==> src/rtl/core/hech_pkg.sv <==
// Package for the hall switch center homing block: item and config types,
// phase codes, field widths and register indexes.
// No dependencies; every other file in rtl/core refers to it by scoped names.
package hech_pkg;

    localparam int unsigned TIME_W  = 32;
    localparam int unsigned POS_W   = 32;
    localparam int unsigned MS_W    = 16;
    localparam int unsigned MAG_W   = 31;
    localparam int unsigned PHASE_W = 3;
    localparam int unsigned CIDX_W  = 3;
    localparam int unsigned CDAT_W  = 31;

    // Register indexes of the configuration port
    localparam logic [CIDX_W-1:0] REG_SETTLE_MS    = 3'd0;
    localparam logic [CIDX_W-1:0] REG_STABLE_MS    = 3'd1;
    localparam logic [CIDX_W-1:0] REG_SEARCH_SPEED = 3'd2;
    localparam logic [CIDX_W-1:0] REG_LEAVE_DIST   = 3'd3;
    localparam logic [CIDX_W-1:0] REG_ARRIVE_TOL   = 3'd4;

    // Reset values of the registers
    localparam logic [MS_W-1:0]  RST_SETTLE_MS    = 16'd50;
    localparam logic [MS_W-1:0]  RST_STABLE_MS    = 16'd550;
    localparam logic [MAG_W-1:0] RST_SEARCH_SPEED = 31'd6554;
    localparam logic [MAG_W-1:0] RST_LEAVE_DIST   = 31'd6554;
    localparam logic [MAG_W-1:0] RST_ARRIVE_TOL   = 31'd655;

    typedef enum logic [PHASE_W-1:0] {
        PH_WAIT   = 3'd0,
        PH_MOVE   = 3'd1,
        PH_FIRST  = 3'd2,
        PH_SECOND = 3'd3,
        PH_RETURN = 3'd4,
        PH_DONE   = 3'd5
    } t_phase;

    typedef struct packed {
        logic [MS_W-1:0]  settle_ms;
        logic [MS_W-1:0]  stable_ms;
        logic [MAG_W-1:0] search_speed;
        logic [MAG_W-1:0] leave_distance;
        logic [MAG_W-1:0] arrive_tolerance;
    } t_cfg;

    typedef struct packed {
        logic                    hall_active;
        logic signed [POS_W-1:0] position;
        logic [TIME_W-1:0]       now_ms;
        logic                    motor_running;
    } t_in_item;

    typedef struct packed {
        logic [PHASE_W-1:0]      phase;
        logic                    velocity_write;
        logic signed [POS_W-1:0] velocity_value;
        logic                    enable_motor;
        logic                    disable_motor;
        logic                    position_write;
        logic signed [POS_W-1:0] position_preset;
        logic                    homing_done;
    } t_out_item;

endpackage

==> src/rtl/core/hech_if.sv <==
// Valid/ready channel interfaces for sample items and command items.
// Depends on hech_pkg for the payload types.
interface hech_in_if;
    logic                valid;
    logic                ready;
    hech_pkg::t_in_item  data;

    modport source (output valid, output data, input ready);
    modport sink   (input valid, input data, output ready);
endinterface

interface hech_out_if;
    logic                valid;
    logic                ready;
    hech_pkg::t_out_item data;

    modport source (output valid, output data, input ready);
    modport sink   (input valid, input data, output ready);
endinterface

==> src/rtl/core/hech_cfg.sv <==
// Configuration register bank of the homing block: decodes the write port
// and holds the five registers. Depends on hech_pkg.
module hech_cfg (
    input  logic                          i_clk,
    input  logic                          i_rst_n,
    input  logic                          i_cfg_we,
    input  logic [hech_pkg::CIDX_W-1:0]   i_cfg_idx,
    input  logic [hech_pkg::CDAT_W-1:0]   i_cfg_data,
    output hech_pkg::t_cfg                o_cfg
);

    hech_pkg::t_cfg r_cfg;

    // Load the addressed register; drop writes to unknown indexes
    always_ff @(posedge i_clk) begin
        if (!i_rst_n) begin
            r_cfg.settle_ms        <= hech_pkg::RST_SETTLE_MS;
            r_cfg.stable_ms        <= hech_pkg::RST_STABLE_MS;
            r_cfg.search_speed     <= hech_pkg::RST_SEARCH_SPEED;
            r_cfg.leave_distance   <= hech_pkg::RST_LEAVE_DIST;
            r_cfg.arrive_tolerance <= hech_pkg::RST_ARRIVE_TOL;
        end else if (i_cfg_we) begin
            case (i_cfg_idx)
                hech_pkg::REG_SETTLE_MS:
                    r_cfg.settle_ms <= i_cfg_data[hech_pkg::MS_W-1:0];
                hech_pkg::REG_STABLE_MS:
                    r_cfg.stable_ms <= i_cfg_data[hech_pkg::MS_W-1:0];
                hech_pkg::REG_SEARCH_SPEED:
                    r_cfg.search_speed <= i_cfg_data[hech_pkg::MAG_W-1:0];
                hech_pkg::REG_LEAVE_DIST:
                    r_cfg.leave_distance <= i_cfg_data[hech_pkg::MAG_W-1:0];
                hech_pkg::REG_ARRIVE_TOL:
                    r_cfg.arrive_tolerance <= i_cfg_data[hech_pkg::MAG_W-1:0];
                default: begin
                end
            endcase
        end
    end

    assign o_cfg = r_cfg;

endmodule

==> src/rtl/core/hall_edge_center_homing.sv <==
// Top level of the hall switch center homing sequencer: input stage, phase
// logic, result register. Depends on hech_pkg, hech_if.sv and hech_cfg.
//
//   channel   dir   modport  payload      handshake
//   i_in      in    sink     t_in_item    valid/ready, one sample tick
//   o_out     out   source   t_out_item   valid/ready, one command item
//   i_cfg_*   in    -        index/data   write enable, no wait
//
// Items pass s1 then the result register; one item per cycle unless stalled.
// The phase, trigger and edge registers update as an item leaves the input
// stage, so each item sees the state left by the one before it.
// Reset is synchronous: phase back to wait, no trigger, registers to defaults.
// A stalled result holds both stages; i_in.ready drops only when both are full.
module hall_edge_center_homing (
    input  logic                          i_clk,
    input  logic                          i_rst_n,
    hech_in_if.sink                       i_in,
    hech_out_if.source                    o_out,
    input  logic                          i_cfg_we,
    input  logic [hech_pkg::CIDX_W-1:0]   i_cfg_idx,
    input  logic [hech_pkg::CDAT_W-1:0]   i_cfg_data
);

    localparam int unsigned POS_W  = hech_pkg::POS_W;
    localparam int unsigned TIME_W = hech_pkg::TIME_W;

    hech_pkg::t_cfg       cfg;

    // Pipeline registers
    logic                 r_s1_vld;
    hech_pkg::t_in_item   r_s1_item;
    logic                 r_o_vld;
    hech_pkg::t_out_item  r_o_item;

    // Sequencer state
    hech_pkg::t_phase     r_phase, n_phase;
    logic                 r_trig_vld, n_trig_vld;
    logic [TIME_W-1:0]    r_trig_time, n_trig_time;
    logic signed [POS_W-1:0] r_first_edge, n_first_edge;

    logic                 o_free;
    logic                 s1_free;
    logic                 s1_fire;

    // Datapath terms
    logic [TIME_W-1:0]    elapsed;
    logic [POS_W-1:0]     pos_mag;
    logic signed [POS_W-1:0] speed_pos;
    logic signed [POS_W-1:0] speed_neg;
    logic signed [POS_W:0]   span;
    logic signed [POS_W:0]   half_span;
    logic                 hit_stable;
    logic                 hit_settle;
    logic                 is_off;
    logic                 is_home;
    hech_pkg::t_out_item  step_item;

    hech_cfg u_cfg (
        .i_clk      (i_clk),
        .i_rst_n    (i_rst_n),
        .i_cfg_we   (i_cfg_we),
        .i_cfg_idx  (i_cfg_idx),
        .i_cfg_data (i_cfg_data),
        .o_cfg      (cfg)
    );

    // Handshake: each stage advances when the one after it has room
    assign o_free   = !r_o_vld || o_out.ready;
    assign s1_free  = !r_s1_vld || o_free;
    assign s1_fire  = r_s1_vld && o_free;
    assign i_in.ready = s1_free;

    // Compare terms from the staged sample
    assign elapsed    = r_s1_item.now_ms - r_trig_time;
    assign hit_stable = elapsed >= TIME_W'(cfg.stable_ms);
    assign hit_settle = elapsed >= TIME_W'(cfg.settle_ms);
    assign pos_mag    = r_s1_item.position[POS_W-1] ? (~r_s1_item.position + 1'b1)
                                                    : r_s1_item.position;
    assign is_off     = pos_mag >= POS_W'(cfg.leave_distance);
    assign is_home    = pos_mag < POS_W'(cfg.arrive_tolerance);
    assign speed_pos  = $signed(POS_W'(cfg.search_speed));
    assign speed_neg  = -speed_pos;

    // Half edge span, truncated toward zero; always fits POS_W, so no clamp
    assign span      = $signed({r_s1_item.position[POS_W-1], r_s1_item.position})
                     - $signed({r_first_edge[POS_W-1], r_first_edge});
    assign half_span = (span >>> 1) + $signed({{POS_W{1'b0}}, span[POS_W] & span[0]});

    // Next state of the sequencer
    always_comb begin
        n_phase      = r_phase;
        n_trig_vld   = r_trig_vld;
        n_trig_time  = r_trig_time;
        n_first_edge = r_first_edge;
        case (r_phase)
            hech_pkg::PH_WAIT: begin
                if (r_s1_item.hall_active) begin
                    if (!r_trig_vld) begin
                        n_trig_vld  = 1'b1;
                        n_trig_time = r_s1_item.now_ms;
                    end else if (hit_stable) begin
                        n_phase = hech_pkg::PH_MOVE;
                    end
                end else if (r_trig_vld) begin
                    n_trig_vld = 1'b0;
                end
            end
            hech_pkg::PH_MOVE: begin
                if (is_off) begin
                    n_phase = hech_pkg::PH_FIRST;
                end
            end
            hech_pkg::PH_FIRST: begin
                if (r_s1_item.hall_active) begin
                    n_first_edge = r_s1_item.position;
                    n_phase      = hech_pkg::PH_SECOND;
                end
            end
            hech_pkg::PH_SECOND: begin
                if (!r_s1_item.hall_active) begin
                    n_phase = hech_pkg::PH_RETURN;
                end
            end
            hech_pkg::PH_RETURN: begin
                if (is_home) begin
                    n_phase = hech_pkg::PH_DONE;
                end
            end
            default: begin
            end
        endcase
    end

    // Command fields of the result
    always_comb begin
        step_item = '0;
        case (r_phase)
            hech_pkg::PH_WAIT: begin
                if (r_s1_item.hall_active) begin
                    if (r_trig_vld) begin
                        if (hit_stable) begin
                            step_item.position_write = 1'b1;
                            step_item.velocity_write = 1'b1;
                            step_item.velocity_value = speed_neg;
                        end else if (hit_settle && !r_s1_item.motor_running) begin
                            step_item.enable_motor = 1'b1;
                        end
                    end
                end else if (r_trig_vld) begin
                    step_item.disable_motor = 1'b1;
                end
            end
            hech_pkg::PH_MOVE: begin
                if (is_off) begin
                    step_item.velocity_write = 1'b1;
                    step_item.velocity_value = speed_pos;
                end
            end
            hech_pkg::PH_SECOND: begin
                if (!r_s1_item.hall_active) begin
                    step_item.position_write  = 1'b1;
                    step_item.position_preset = half_span[POS_W-1:0];
                    step_item.velocity_write  = 1'b1;
                    step_item.velocity_value  = speed_neg;
                end
            end
            hech_pkg::PH_RETURN: begin
                if (is_home) begin
                    step_item.velocity_write = 1'b1;
                end
            end
            default: begin
            end
        endcase
        step_item.phase       = n_phase;
        step_item.homing_done = (n_phase == hech_pkg::PH_DONE);
    end

    // Control registers: stage valids and sequencer state
    always_ff @(posedge i_clk) begin
        if (!i_rst_n) begin
            r_s1_vld     <= 1'b0;
            r_o_vld      <= 1'b0;
            r_phase      <= hech_pkg::PH_WAIT;
            r_trig_vld   <= 1'b0;
            r_trig_time  <= '0;
            r_first_edge <= '0;
        end else begin
            if (s1_free) begin
                r_s1_vld <= i_in.valid;
            end
            if (o_free) begin
                r_o_vld <= r_s1_vld;
            end
            if (s1_fire) begin
                r_phase      <= n_phase;
                r_trig_vld   <= n_trig_vld;
                r_trig_time  <= n_trig_time;
                r_first_edge <= n_first_edge;
            end
        end
    end

    // Payload registers: capture sample, then result
    always_ff @(posedge i_clk) begin
        if (s1_free && i_in.valid) begin
            r_s1_item <= i_in.data;
        end
        if (s1_fire) begin
            r_o_item <= step_item;
        end
    end

    assign o_out.valid = r_o_vld;
    assign o_out.data  = r_o_item;

    // Done is final until reset
    a_done_sticky: assert property (@(posedge i_clk) disable iff (!i_rst_n)
        (r_phase == hech_pkg::PH_DONE) |=> (r_phase == hech_pkg::PH_DONE))
        else $error("phase left done");

    // Phase moves forward by one step at most
    a_phase_step: assert property (@(posedge i_clk) disable iff (!i_rst_n)
        (r_phase != $past(r_phase)) |->
        (r_phase == hech_pkg::t_phase'($past(r_phase) + 3'd1)))
        else $error("phase skipped or went back");

    // Phase changes only when an item passes the input stage
    a_phase_on_fire: assert property (@(posedge i_clk) disable iff (!i_rst_n)
        !s1_fire |=> $stable(r_phase))
        else $error("phase changed without an item");

    // Enable and disable never in the same result
    a_en_dis: assert property (@(posedge i_clk) disable iff (!i_rst_n)
        r_o_vld |-> !(r_o_item.enable_motor && r_o_item.disable_motor))
        else $error("enable and disable together");

    // Idle command fields read zero
    a_idle_zero: assert property (@(posedge i_clk) disable iff (!i_rst_n)
        r_o_vld |-> ((r_o_item.velocity_write || r_o_item.velocity_value == '0) &&
                     (r_o_item.position_write || r_o_item.position_preset == '0)))
        else $error("idle command field not zero");

endmodule

==> src/flat_wrapper.sv <==
// flat-port wrapper written by rule: the top's interface ports become plain ports
module hall_edge_center_homing_flat 
  (i_clk, i_rst_n, i_cfg_we, i_cfg_idx, i_cfg_data, i_in_valid, i_in_data, i_in_ready, o_out_valid, o_out_data, o_out_ready);
  hech_in_if i_in_i ();
  hech_out_if o_out_i ();
  input  logic i_clk;
  input  logic i_rst_n;
  input  logic i_cfg_we;
  input  logic [hech_pkg::CIDX_W-1:0] i_cfg_idx;
  input  logic [hech_pkg::CDAT_W-1:0] i_cfg_data;
  input wire logic [$bits(i_in_i.valid)-1:0] i_in_valid;
  input wire logic [$bits(i_in_i.data)-1:0] i_in_data;
  output wire logic [$bits(i_in_i.ready)-1:0] i_in_ready;
  output wire logic [$bits(o_out_i.valid)-1:0] o_out_valid;
  output wire logic [$bits(o_out_i.data)-1:0] o_out_data;
  input wire logic [$bits(o_out_i.ready)-1:0] o_out_ready;
  assign i_in_i.valid = i_in_valid;
  assign i_in_i.data = i_in_data;
  assign i_in_ready = i_in_i.ready;
  assign o_out_valid = o_out_i.valid;
  assign o_out_data = o_out_i.data;
  assign o_out_i.ready = o_out_ready;
  hall_edge_center_homing u_core (.i_clk(i_clk), .i_rst_n(i_rst_n), .i_in(i_in_i), .o_out(o_out_i), .i_cfg_we(i_cfg_we), .i_cfg_idx(i_cfg_idx), .i_cfg_data(i_cfg_data));
endmodule
==> config.mk <==
export PLATFORM = sky130hd
export DESIGN_NAME = hall_edge_center_homing_flat
export DESIGN_NICKNAME = d
export VERILOG_FILES = /design/src/rtl/core/hech_pkg.sv /design/src/rtl/core/hech_if.sv /design/src/rtl/core/hech_cfg.sv /design/src/rtl/core/hall_edge_center_homing.sv /design/src/flat_wrapper.sv
export SDC_FILE = /design/constraint.sdc
export NUM_CORES = 1
export LEC_CHECK = 0
export BUFFER_PORTS_ARGS = -buffer_cell sky130_fd_sc_hd__buf_4
export CORE_MARGIN = 8
export CORE_UTILIZATION = 43
export DETAILED_ROUTE_END_ITERATION = 6
export SLEW_MARGIN = 20
export SYNTH_ARGS = -nofsm -noshare
export SYNTH_HDL_FRONTEND = slang
export SYNTH_HIERARCHICAL = 1
export SYNTH_SLANG_ARGS = --single-unit
==> constraint.sdc <==
create_clock -name i_clk -period 4.31 [get_ports i_clk]
set_input_delay 0.431 -clock i_clk [delete_from_list [all_inputs] [get_ports i_clk]]
set_output_delay 0.431 -clock i_clk [all_outputs]
set_load 0.01 [all_outputs]
# Word-level counts from Yosys, hierarchy flattened
# Index checks and enable logic that the tools add are counted.
op_classes:
  n_mux: 26
  n_bitwise: 6
  add_sub_neg: 5
  magnitude_cmp: 4
  n_reduce_logical: 21
  n_eq_ne: 9
ops:
  columns: ["cell", "n"]
  rows:
  - ["$mux W33", 4]
  - ["$pmux W32 S3", 1]
  - ["$mux W34", 2]
  - ["$ge A32 B16 Y1", 2]
  - ["$sub A32 B32 Y33", 1]
  - ["$add A32 B1 Y32 const B", 1]
  - ["$add A32 B2 Y32", 1]
  - ["$ge A32 B31 Y1", 1]
  - ["$lt A32 B31 Y1", 1]
  - ["$mux W32", 1]
  - ["$neg A31 Y32", 1]
  - ["$not A32 Y32", 1]
  - ["$sub A32 B32 Y32", 1]
  - ["$mux W3", 7]
  - ["$pmux W3 S5", 1]
  - ["$eq A3 B2 Y1 const B", 4]
  - ["$reduce_and A2 Y1", 6]
  - ["$eq A3 B3 Y1 const B", 3]
  - ["$mux W1", 8]
  - ["$eq A3 B1 Y1 const B", 2]
  - ["$logic_not A3 Y1", 2]
  - ["$not A1 Y1", 4]
  - ["$pmux W1 S4", 1]
  - ["$reduce_and A4 Y1", 1]
  - ["8 further kinds", 14]
word_totals:
  out_inout_bits: 74
  ff_bits: 333
  word_cells: 94
  input_bits: 105

# Logic depth before layout (Yosys ltp)
logic_depth:
  depth_word: 8
  mapped_depth: 24
  depth_no_buf: 23

# By module
# Netlist, hierarchy kept.
by_module_without_submodules:
  columns: ["module", "cells_per_inst", "area_per_inst_um2", "n_inst", "seq_area_each_um2"]
  rows:
  - ["hall_edge_center_homing", 1778, 15762.6, 1, 5545.3]
  - ["hech_cfg", 455, 4705.8, 1, 2502.4]

# Worst setup path after synthesis
# No wires, ideal clock.
synth_timing:
  path_kind: "register -> register"
  from: "register u_core/r_s1_item[33] in the netlist's numbering"
  to: "register u_core.r_o_item (netlist bit u_core/o_out.data[29]) (data pin)"
  setup_time_ns: 0.147
  synth_period_minus_slack_ns: 4.717
  required_time_ns: 4.163
  stages_incl_launch_ff: 23
  t_arrival_ns: 4.570
  n_path_buf: 0
  path_slack_ns: -0.407
  path_cell_list: "edfxtp_1 inv_1 ha_1 inv_1 fa_1 a211oi_2 o211ai_2 nand3_1 a21oi_1 o21ai_0 nand3_1 and4_1 o41a_1 nor2_1 ha_1 ha_1 nand3_1 nor3_2 nand3b_1 nor4_1 nand4_1 or3_1 a21oi_1"
synth_via:
  elab_chain_cells: 3
synth_rtl:
  columns: ["item", "line", "source"]
  rows:
  - ["from (decl)", "hall_edge_center_homing.sv:31", "hech_pkg::t_in_item r_s1_item;"]
  - ["from (signal assigned)", "hall_edge_center_homing.sv:207", "r_s1_item <= i_in.data;"]
  - ["$sub A32 B32 Y33 *", "hall_edge_center_homing.sv:86", "- $signed({r_first_edge[POS_W-1], r_first_edge});"]
  - ["$and A1 B1 Y1", "hall_edge_center_homing.sv:87", "assign half_span = (span >>> 1) + $signed({{POS_W{1'b0}}, span[POS_W] & span[0]});"]
  - ["$add A32 B2 Y32 *", "hall_edge_center_homing.sv:87", null]
  - ["to (signal assigned)", "hall_edge_center_homing.sv:210", "r_o_item <= step_item;"]
  - ["to (decl)", "hall_edge_center_homing.sv:33", "hech_pkg::t_out_item r_o_item;"]
# Every way passes the cells marked *; elsewhere a longest branch is shown, timed or not.
# A chain may end at the register's enable or synchronous reset.

# Worst setup path after layout
layout_timing:
  from: "register u_core/r_s1_item[33] in the netlist's numbering"
  to: "register u_core.r_o_item (netlist bit u_core/o_out.data[31]) (data pin)"
# Same word-level chain as after synthesis.

==> flow_summary.toml <==
[route]
drc_errors = 0
vias = 17330
ant_nets = 0
drt_iter0_drc = 861
wirelength_um = 57940
via_per_inst = 5.296
avgRoutedWirePerCell_um = 17.71
dr.pass1.iters = 5

[pwr]
seq_power_share_pct = 40.4
powerDensity_nw_per_um2 = 323.0
power_w = 0.008564
power_frac_clock_pct = 40.3
switching_share_pct = 27.18
combPwrFrac_pct = 19.3
ir_drop_uv = 320.4
power_switching_w = 0.002327
leakage_nw = 10.85
p_int_w = 0.006237

[final_layout]
final_cells = 3272
fillCellCount = 4270
final_core_util_pct = 56.00
multi_input_area_um2 = 12050
syn_to_final_growth_pct = 29.53
fin_nets = 2894
antenna_cells = 0
regArea_um2 = 8048
drive_above_1_share_pct = 25.86

[sta]
fin_crit_ns = 4.885
fin_worst_skew_ns = 0.01321
max_freq_ghz = 0.2047
maxSlewViolCount = 0
tns_ns = -19.72
tightest_slew_ns = 1.019
relSlewSlack_pct = 32.07
hold_viol = 0
rsz0062_at_grt = "true"
setup_viol = 56
fin_ws_ns = -0.5750
fin_crit_sh_pct = 113.3

[global_route]
track_usage_pct = 21.02
grt-busiest-layer = "met2"
antenna_found_initial = 0
grt_max_degree = 101
grt_pass1_vias = 17930
grt_util_met1_pct = 24.73
grt_pass1_wl_um = 92600
grt_use_met3_pct = 2.843
grt_overflow = 0
grt_use_met2_pct = 38.85

[floorplan]
core_um2 = 47350
rows = 80
die_h_um = 234.2
die_w_um = 234.2
dieArea_um2 = 54840
initial_core_util_pct = 43.23
io_pins = 179

[placement]
place_inst = 3143
portBuffers = 178
gp_congestion = 0.9020
place_ws_ns = -0.7407
dpl.hpwl_um = 43010

[synth]
syn_inst = 2233
synth_top_area_share_pct = 20.25
ys_ff_latch = 333
synthesis.nets = 2500
synth_area_um2 = 20470
yosysUniqueCellTypes = 103
synth.avg_cell_area_um2 = 9.166
ys_top_cells_by_count = "nand2_1 (356), dfxtp_1 (195), inv_1 (193)"
synthFlopType = "dfxtp_1"
synth.most_common_cell = "nand2_1"
synth-edff-count = 138
ys_seq_area_share_pct = 39.32
synth_area_leaders = "edfxtp_1 (20%), dfxtp_1 (19%), ha_1 (9.8%), nand2_1 (6.5%), mux2i_1 (6.4%)"
yosys.area.top_type = "edfxtp_1"
ys_warn_count = 6
synth-async-reset-ratio_pct = 0

[setup_path]
crit_slowest_cell = "o41a_1"
cp-start-kind = "flip-flop"
crit_type = "flip-flop to flip-flop"
path_cells = "inv_2 > buf_6 > ha_4 > inv_2 > fa_2 > a211oi_4 > o211ai_2 > nand3_2 > a21oi_4 > o21ai_2 > nand3_2 > and4_4 > o41a_1 > nor2_1 > ha_2 > buf_6 > ha_4 > nand3_4 > nor3_4 > nand3b_1 > nor4_4 > nand4_1 > or3_1 > a21oi_1"
crit_buf_inv = 4
cp_max_fo = 4
rr_worst_depth = 24
cp_top_family = "simple AND/OR/NAND/NOR gates"
required_ns = 4.72
worstPathArrival_ns = 5.29
end_kind = "flip-flop"
slowest_delay_ns = 0.45
cp.depth = 24

[cts]
cts-root-buf = "clkbuf_16"
cts-hold-fix-buffers = 0
cts_made_buffers = 39
htree_num_levels = 2
clk_pin_slew_ns = 0.06
clk_path_buf_depth = 3
cts_sinks = 333
cts_tree = "built"
clkLatencyLatePin_ns = 0.56

[run_status]
status = "finished, violations left"
failed_checks = "negative setup slack"

[hold_path]
min_path_type = "input pin to flip-flop"
hold-path-cell-count = 1

[run]
drv_cap = 0
through the flow:
stage | hold slack, ns | instance area, um2
global route | 0.01434 | 26510
global placement | 0.4435 | 23910
CTS | 0.006594 | 26320
detailed placement | 0.4482 | 23920
finish | 0.04400 | 26510
floorplan | 0.4347 | 20580
worst register-to-register path, delay by kind of cell, from the launching register on:
| family | cells | cell delay, ns |
|---|---|---|
| compound gates | 6 | 1.19 |
| flops | 1 | 0.39 |
| buf+inv | 4 | 0.31 |
| simple gates | 10 | 2.03 |
| fa+ha+maj | 4 | 0.81 |
power by group through the flow:
stage	logic (W)	registers [W]	clock network (W)
final	0.00165	0.00346	0.00345
after global routing	0.00182	0.00347	0.00366
after CTS	0.00162	0.00346	0.00354
after detailed placement	0.00152	0.00353	0
after global placement	0.00148	0.00353	0
after floorplan	0.000926	0.00353	0
final timing paths:
path,startpoint,endpoint,slack (ns)
min reg2reg,u_core/r_trig_time[4]$_SDFFE_PN0P_,u_core/r_trig_time[4]$_SDFFE_PN0P_,0.46
max reg2reg,u_core/r_s1_item[33]$_DFFE_PP_,u_core/o_out.data[31]$_SDFFCE_PN0P_,-0.58
min,i_in_data[50],u_core/r_s1_item[50]$_DFFE_PP_,0.04
max,u_core/r_s1_item[33]$_DFFE_PP_,u_core/o_out.data[31]$_SDFFCE_PN0P_,-0.58
cells by family (layout without fill, tap and decap cells):
group	count (synthesis)	count (layout)	synth area share, %
simple gates	769	769	18.73
compound gates	450	450	15.39
flops	333	333	39.32
buf+inv	283	707	5.605
fa+ha+maj	162	162	9.976
mux	131	131	6.412
xor+xnor	105	105	4.566
cell usage in the layout, fill, tap and decap left out, drive strengths merged, types with 20 or more instances in the layout:
cell type / Yosys / layout
nand3: 41 / 41
nand4: 36 / 36
nand2: 357 / 357
edfxtp: 138 / 138
nor3: 38 / 38
xor2: 42 / 42
o211ai: 20 / 20
buf: 33 / 442
a21o: 33 / 33
inv: 193 / 194
a21oi: 108 / 108
nor2b: 55 / 55
nor2: 106 / 106
o21a: 20 / 20
a21boi: 68 / 68
dfxtp: 195 / 195
clkbuf: 56 / 48
ha: 160 / 160
o21ai: 81 / 81
xnor2: 63 / 63
mux2i: 130 / 130
repair_timing:
action                                  in CTS  in global routing
setup buffers                               47                  9
endpoints found under the setup margin      59                 64
gates resized for setup                    114                 35
cloned                                       4                  0
pin swaps                                   47                 27
metal layers:
layer	wire length (um)	share of wire, %
met1	24210	42
met2	30110	52
met3	1823	3.1
met4	1790	3.1
met5	0	0
flip-flops by register name, summed over array words and instances, names as in the netlist:
register             count
u_core/o_out.valid       1
u_core/r_s1_vld          1
u_core/o_out.data       72
u_core/r_trig_vld        1
u_core/u_cfg/o_cfg     125
u_core/r_s1_item        66
u_core/r_first_edge     32
u_core/r_phase           3
u_core/r_trig_time      32
cell type report:
type                       instances  share of cell area, %
multi-input combinational       1617                  45.44
sequential                       333                  30.35
timing repair buffer             443                  13.48
clock buffer                      47                  4.025
tap                              615                  2.902
inverter                         193                  2.775
clock inverter                    24                  1.029
Power figures use the tool's default switching activity.
